[src/hdl/rdsm_pkg.sv]
package rdsm_pkg;

  // Operation carried in the input tuser
  typedef enum logic [1:0] {
    FUNC_CLEAR  = 2'd0,
    FUNC_APPEND = 2'd1,
    FUNC_TEXT   = 2'd2,
    FUNC_END    = 2'd3
  } func_e;

  localparam logic [7:0] WILDCARD_SYM = 8'd46;

  localparam int unsigned SYM_W    = 8;
  localparam int unsigned IN_DATA_W  = 16;
  localparam int unsigned OUT_DATA_W = 8;

  // Per-cycle control broadcast to every cell
  typedef struct packed {
    logic             step;   // advance the active set by one text symbol
    logic             rearm;  // restart at position zero
    logic [SYM_W-1:0] text;   // current text symbol
  } cell_ctl_t;

  // Token load into one cell
  typedef struct packed {
    logic             wr;
    logic [SYM_W-1:0] sym;
    logic             star;
  } tok_load_t;

endpackage

[src/hdl/rdsm_cell.sv]
module rdsm_cell
  import rdsm_pkg::*;
#(
  parameter logic HEAD = 1'b0
) (
  input  logic      clk_i,
  input  logic      rst_ni,
  input  cell_ctl_t ctl_i,
  input  tok_load_t load_i,
  input  logic      en_i,      // token lies inside the loaded pattern
  input  logic      clos_i,    // skip over the previous starred token
  input  logic      fwd_i,     // previous token consumed a symbol
  output logic      clos_o,
  output logic      fwd_o,
  output logic      closed_o   // this position active after closure
);

  logic [SYM_W-1:0] sym_q;
  logic             star_q;
  logic             act_q, act_d;
  logic             hit;

  // Hold the token of this position
  always_ff @(posedge clk_i) begin
    if (load_i.wr) begin
      sym_q  <= load_i.sym;
      star_q <= load_i.star;
    end
  end

  // Closure and symbol match
  always_comb begin
    closed_o = act_q | clos_i;
    clos_o   = closed_o & star_q & en_i;
    hit      = closed_o & en_i & ((sym_q == WILDCARD_SYM) || (sym_q == ctl_i.text));
    fwd_o    = hit & ~star_q;
  end

  // Advance the active bit
  always_comb begin
    priority if (ctl_i.rearm) begin
      act_d = HEAD;
    end else if (ctl_i.step) begin
      act_d = (hit & star_q) | fwd_i;
    end else begin
      act_d = act_q;
    end
  end

  always_ff @(posedge clk_i or negedge rst_ni) begin
    if (!rst_ni) begin
      act_q <= HEAD;
    end else begin
      act_q <= act_d;
    end
  end

endmodule

[src/hdl/regex_dot_star_matcher.sv]
// Channel  Dir  tdata                                tuser
// s_axis   in   [7:0] symbol, [8] starred, pad      [1:0] func
// m_axis   out  [0] matched, [1] overflow, pad      -
//
// One item per cycle: every cell updates its position in parallel, the
// closure over starred tokens ripples through the cell row in the same cycle.
// Only an end-of-text item gives a result; an output register plus a skid
// stage hold up to two results, s_axis_tready drops only when both are full.
// Reset leaves an empty pattern with only position zero active.
module regex_dot_star_matcher
  import rdsm_pkg::*;
#(
  parameter int unsigned MAX_TOKENS = 32
) (
  input  logic                  clk_i,
  input  logic                  rst_ni,
  input  logic                  s_axis_tvalid,
  output logic                  s_axis_tready,
  input  logic [IN_DATA_W-1:0]  s_axis_tdata,  // [7:0] symbol, [8] starred
  input  logic [1:0]            s_axis_tuser,  // [1:0] func
  output logic                  m_axis_tvalid,
  input  logic                  m_axis_tready,
  output logic [OUT_DATA_W-1:0] m_axis_tdata   // [0] matched, [1] overflow
);

  localparam int unsigned LW = $clog2(MAX_TOKENS + 1);

  func_e            func;
  logic             accept;
  cell_ctl_t        ctl;
  logic [LW-1:0]    len_q, len_d;
  logic             ovf_q, ovf_d;
  logic             full;
  logic [MAX_TOKENS:0] clos, fwd, closed_pos;
  logic             act_top_q, act_top_d;
  logic             res_match;
  logic             push, pop;
  logic             out_valid_q, skid_valid_q;
  logic [1:0]       out_q, skid_q;

  assign func   = func_e'(s_axis_tuser);
  assign accept = s_axis_tvalid & s_axis_tready;
  assign full   = (len_q == LW'(MAX_TOKENS));

  assign ctl.step  = accept && (func == FUNC_TEXT);
  assign ctl.rearm = accept && (func != FUNC_TEXT);
  assign ctl.text  = s_axis_tdata[SYM_W-1:0];

  assign clos[0] = 1'b0;
  assign fwd[0]  = 1'b0;

  // Row of position cells
  for (genvar i = 0; i < MAX_TOKENS; i++) begin : g_cell
    tok_load_t load;
    logic      en;

    assign load.wr   = accept && (func == FUNC_APPEND) && (len_q == LW'(i));
    assign load.sym  = s_axis_tdata[SYM_W-1:0];
    assign load.star = s_axis_tdata[SYM_W];
    assign en        = (LW'(i) < len_q);

    rdsm_cell #(
      .HEAD ((i == 0) ? 1'b1 : 1'b0)
    ) u_cell (
      .clk_i    (clk_i),
      .rst_ni   (rst_ni),
      .ctl_i    (ctl),
      .load_i   (load),
      .en_i     (en),
      .clos_i   (clos[i]),
      .fwd_i    (fwd[i]),
      .clos_o   (clos[i+1]),
      .fwd_o    (fwd[i+1]),
      .closed_o (closed_pos[i])
    );
  end

  // Position past the last token
  assign closed_pos[MAX_TOKENS] = act_top_q | clos[MAX_TOKENS];
  assign res_match              = closed_pos[len_q];

  always_comb begin
    priority if (ctl.rearm) begin
      act_top_d = 1'b0;
    end else if (ctl.step) begin
      act_top_d = fwd[MAX_TOKENS];
    end else begin
      act_top_d = act_top_q;
    end
  end

  // Pattern length and sticky overflow
  always_comb begin
    len_d = len_q;
    ovf_d = ovf_q;
    if (accept) begin
      unique case (func)
        FUNC_CLEAR: begin
          len_d = '0;
          ovf_d = 1'b0;
        end
        FUNC_APPEND: begin
          if (full) begin
            ovf_d = 1'b1;
          end else begin
            len_d = len_q + LW'(1);
          end
        end
        default: begin
        end
      endcase
    end
  end

  always_ff @(posedge clk_i or negedge rst_ni) begin
    if (!rst_ni) begin
      len_q     <= '0;
      ovf_q     <= 1'b0;
      act_top_q <= 1'b0;
    end else begin
      len_q     <= len_d;
      ovf_q     <= ovf_d;
      act_top_q <= act_top_d;
    end
  end

  // Result output register with skid stage
  assign push          = accept && (func == FUNC_END);
  assign pop           = m_axis_tvalid & m_axis_tready;
  assign s_axis_tready = ~skid_valid_q;
  assign m_axis_tvalid = out_valid_q;
  assign m_axis_tdata  = {{(OUT_DATA_W-2){1'b0}}, out_q};

  always_ff @(posedge clk_i or negedge rst_ni) begin
    if (!rst_ni) begin
      out_valid_q  <= 1'b0;
      skid_valid_q <= 1'b0;
    end else if (skid_valid_q) begin
      if (pop) begin
        skid_valid_q <= 1'b0;
      end
    end else if (push) begin
      if (!out_valid_q || pop) begin
        out_valid_q <= 1'b1;
      end else begin
        skid_valid_q <= 1'b1;
      end
    end else if (pop) begin
      out_valid_q <= 1'b0;
    end
  end

  always_ff @(posedge clk_i) begin
    if (skid_valid_q) begin
      if (pop) begin
        out_q <= skid_q;
      end
    end else if (push) begin
      if (!out_valid_q || pop) begin
        out_q <= {ovf_q, res_match};
      end else begin
        skid_q <= {ovf_q, res_match};
      end
    end
  end

`ifndef SYNTHESIS
  a_skid_behind_out: assert property (@(posedge clk_i) disable iff (!rst_ni)
    skid_valid_q |-> out_valid_q)
    else $error("skid stage holds an item while the output register is empty");

  a_len_bound: assert property (@(posedge clk_i) disable iff (!rst_ni)
    len_q <= LW'(MAX_TOKENS))
    else $error("pattern length beyond capacity");

  a_clear_len: assert property (@(posedge clk_i) disable iff (!rst_ni)
    (accept && (func == FUNC_CLEAR)) |=> (len_q == '0) && !ovf_q)
    else $error("clear did not empty the pattern");

  a_rearm_head: assert property (@(posedge clk_i) disable iff (!rst_ni)
    ctl.rearm |=> closed_pos[0] && !act_top_q)
    else $error("rearm did not restart at position zero");

  a_full_hold: assert property (@(posedge clk_i) disable iff (!rst_ni)
    (accept && (func == FUNC_APPEND) && full) |=> ovf_q && $stable(len_q))
    else $error("append to a full pattern changed the length or missed overflow");
`endif

endmodule
[config.mk]
export PLATFORM = sky130hd
export DESIGN_NAME = regex_dot_star_matcher
export DESIGN_NICKNAME = d
export VERILOG_FILES = /design/src/hdl/rdsm_pkg.sv /design/src/hdl/rdsm_cell.sv /design/src/hdl/regex_dot_star_matcher.sv
export SDC_FILE = /design/constraint.sdc
export NUM_CORES = 1
export LEC_CHECK = 0
export ABC_CLOCK_PERIOD_IN_PS = 4000
export BUFFER_PORTS_ARGS = -buffer_cell sky130_fd_sc_hd__clkbuf_2
export CAP_MARGIN = 20
export CORE_MARGIN = 4
export CORE_UTILIZATION = 32
export CTS_CLUSTER_SIZE = 20
export DETAILED_ROUTE_END_ITERATION = 8
export REMOVE_ABC_BUFFERS = 1
export SLEW_MARGIN = 20
export SYNTH_ARGS = -nofsm -noshare
export SYNTH_HDL_FRONTEND = slang
export SYNTH_SLANG_ARGS = --single-unit
export TNS_END_PERCENT = 20
[constraint.sdc]
create_clock -name clk_i -period 4 [get_ports clk_i]
set_input_delay 0.6 -clock clk_i [delete_from_list [all_inputs] [get_ports clk_i]]
set_output_delay 0.6 -clock clk_i [all_outputs]
set_load 0.05 [all_outputs]
==> impl_metrics.tcl <==
set metrics [dict create \
    drc_errors 0 \
    grt_max_degree 43 \
    synth_seq_cells 334 \
    via_per_inst 5.34 \
    worstPathRequired_ns 4.25 \
    totalWireLength_mm 41.8 \
    power_frac_seq_pct 46.3 \
    core_area_mm2 0.0514 \
    maxSlewViolCount 0 \
    hold_buffers 0 \
    routed-via-count 11400 \
    powerDensity_mw_per_mm2 437 \
    synthCells 1362 \
    rsz0062_at_grt "no" \
    p_int_w 0.00628 \
    layout-drive-gt1-share_pct 11.4 \
    ant_nets 0 \
    io_buffers 18 \
    drtIter0Drc 916 \
    tritoncts "done" \
    worstSetupEndpointType "flip-flop" \
    die-area_mm2 0.0558 \
    synth_enable_flop_cells 292 \
    htree_levels 2 \
    critPathKind "flip-flop to flip-flop" \
    clkLatencyLatePin_ns 0.54 \
    synthXorXnorAreaFrac_pct 13.5 \
    ys_async_sr_fraction_pct 12.6 \
    clk_pin_slew_ns 0.06 \
    ctsLongestPathBuffers 3 \
    synth_adder_area_share_pct 0.225 \
    fin_crit_ns 3.72 \
    setup_viol 0 \
    wl_per_cell_um 19.6 \
    holdWs_ns 0.170 \
    diodes 0 \
    die_w_um 236 \
    finish.utilization_pct 37.3 \
    skew_ns 0.0167 \
    multi_input_area_mm2 0.00644 \
    track_usage_pct 14.7 \
    gp_congestion 0.936 \
    drv_cap 0 \
    fmax_mhz 269 \
    ys.flop_type "edfxtp_1" \
    clkPwrFrac_pct 41.6 \
    ir_drop_uv 200 \
    hold_path_class "primary input to asynchronous set/reset pin" \
    grt-ovfl-total 0 \
    ff_latch_area_mm2 0.00982 \
    ys_seq_area_share_pct 58.9 \
    cts_setup_buffers 0 \
    avgSynthCellArea_um2 12.2 \
    area_delta_synth_final_pct 15.1 \
    cp.arrival_ns 3.97 \
    dpl.hpwl_mm 28.0 \
    hold_violations 0 \
    yosys.area_share.simple_pct 13.0 \
    synth_compound_area_share_pct 11.5 \
    yosys_warnings 0 \
    placed_cells 2058 \
    mostFrequentLayoutCell "edfxtp_1" \
    start_util_pct 32.4 \
    status "finished clean" \
    die_h_um 236 \
    worstMarginPinSlew_ns 1.06 \
    synth_area_mm2 0.0167 \
    slew_headroom_pct 29.2 \
    ios 32 \
    synth_top_family_by_area "XOR/XNOR gates" \
    clock_sinks 334 \
    worst_setup_path_start_kind "flip-flop" \
    place_ws_ns 0.387 \
    instances_no_fill 2128 \
    synthMuxAreaShare_pct 0.203 \
    antenna_found_initial 0 \
    ys_types 83 \
    p_switching_w 0.00210 \
    dr.pass1.iters 5 \
    cts_buffers 38 \
    final_cell_mix "edfxtp_1, xnor2_1, xor2_1, nand2_1, nor2_1" \
    first_global_vias 11500 \
    sw_frac_of_total_pct 25.0 \
    reg2regPathDepth 11 \
    tns_ns 0 \
    fillCellCount 4956 \
    rows 83 \
    nets 1443 \
    grt_pass1_wl_mm 66.0 \
    path_max_fanout 8 \
    comb_power_share_pct 12.1 \
    setup_ws_ns 0.278 \
    leakage_nw 6.24 \
    root_buffer "clkbuf_16" \
    fin_crit_sh_pct 93.1 \
]
[metrics by stage]
stage,area (um2),power [W]
after floorplan,16400,0.00446
after global placement,17900,0.00494
after detailed placement,17900,0.00495
after CTS,19200,0.00847
after global routing,19200,0.00870
final,19200,0.00838
[routing by layer]
metal	wire, um	GRT usage [%]
met5	0	0
met4	963	4.39
met3	2420	2.29
met2	19200	23.6
met1	19200	20.6
[state kept, by name, summed over array words and instances, names as in the netlist]
register and count:
len_q 6, skid_q 2, m_axis_tvalid 1, act_top_q 1, g_cell.u_cell.star_q 32, skid_valid_q 1
g_cell.u_cell.act_q 32, g_cell.u_cell.sym_q 256, ovf_q 1, out_q 2
[critical path: stages, from the launching register on]
cell,delay [ns]
dfrtp_1,0.38
inv_1,0.08
ha_1,0.40
and3b_1,0.25
o2111ai_1,0.35
o21ai_1,0.24
a22o_1,0.37
o2111ai_2,0.30
a21oi_2,0.13
o311a_1,0.36
a22oi_1,0.42
a31oi_1,0.15
[worst paths after layout]
| check | startpoint | to | slack [ns] |
|---|---|---|---|
| min in group clk_i | m_axis_tready | skid_valid_q$_DFF_PN0_ | 0.31 |
| max in group asynchronous | rst_ni | g_cell[6].u_cell.act_q$_DFFE_PN0P_ | 3.39 |
| min reg2reg | ovf_q$_DFFE_PN0P_ | skid_q[1]$_DFFE_PP_ | 0.48 |
| max reg2reg | len_q[0]$_DFFE_PN0P_ | out_q[0]$_DFFE_PP_ | 0.28 |
| min | rst_ni | g_cell[27].u_cell.act_q$_DFFE_PN0P_ | 0.17 |
| max | len_q[0]$_DFFE_PN0P_ | out_q[0]$_DFFE_PP_ | 0.28 |
[cells in the mapped netlist (all sizes together) (35+ instances only)]
master  count  share of area [%]
a21oi      43                1.3
buf        35               0.98
dfrtp      41                6.2
edfxtp    292                 53
inv        42               0.95
nand2      66                1.5
nand4      60                2.3
nor2       63                1.4
nor4       44                1.7
o21ai      55                1.7
xnor2     160                8.4
xor2       96                5.0
[kinds of logic (layout without fill, tap and decap cells)]
kind of cell               count (synthesis)  count (layout)
AOI/OAI and AO/OA                        266             266
adders and majority gates                  3               3
other                                      1               6
DFF                                      334             334
muxes                                      3               3
and+or+nand+nor                          389             389
xor gates and xnor gates                 256             256
buffers and inverters                    110             191
[repair_timing]
action,4_1_cts,5_1_grt
resized for setup,0,1
endpoints found under the hold margin,0,0
setup endpoints to repair,0,1
[final cells by class]
type	count	share of cell area, %
clock buffer	51	5.70
sequential	334	51.2
clock inverter	19	0.926
multi-input combinational	923	33.6
tap	680	4.44
inverter	43	0.842
timing repair buffer	78	3.31
[power groups by stage]
stage	clock [W]	sequential [W]	combinational (W)
4_1_cts	0.00358	0.00388	0.00100
3_3_place_gp	0	0.00395	0.000984
5_1_grt	0.00373	0.00389	0.00109
3_5_place_dp	0	0.00396	0.000997
2_1_floorplan	0	0.00401	0.000450
6_report	0.00348	0.00388	0.00101
Power figures use the tool's default switching activity.
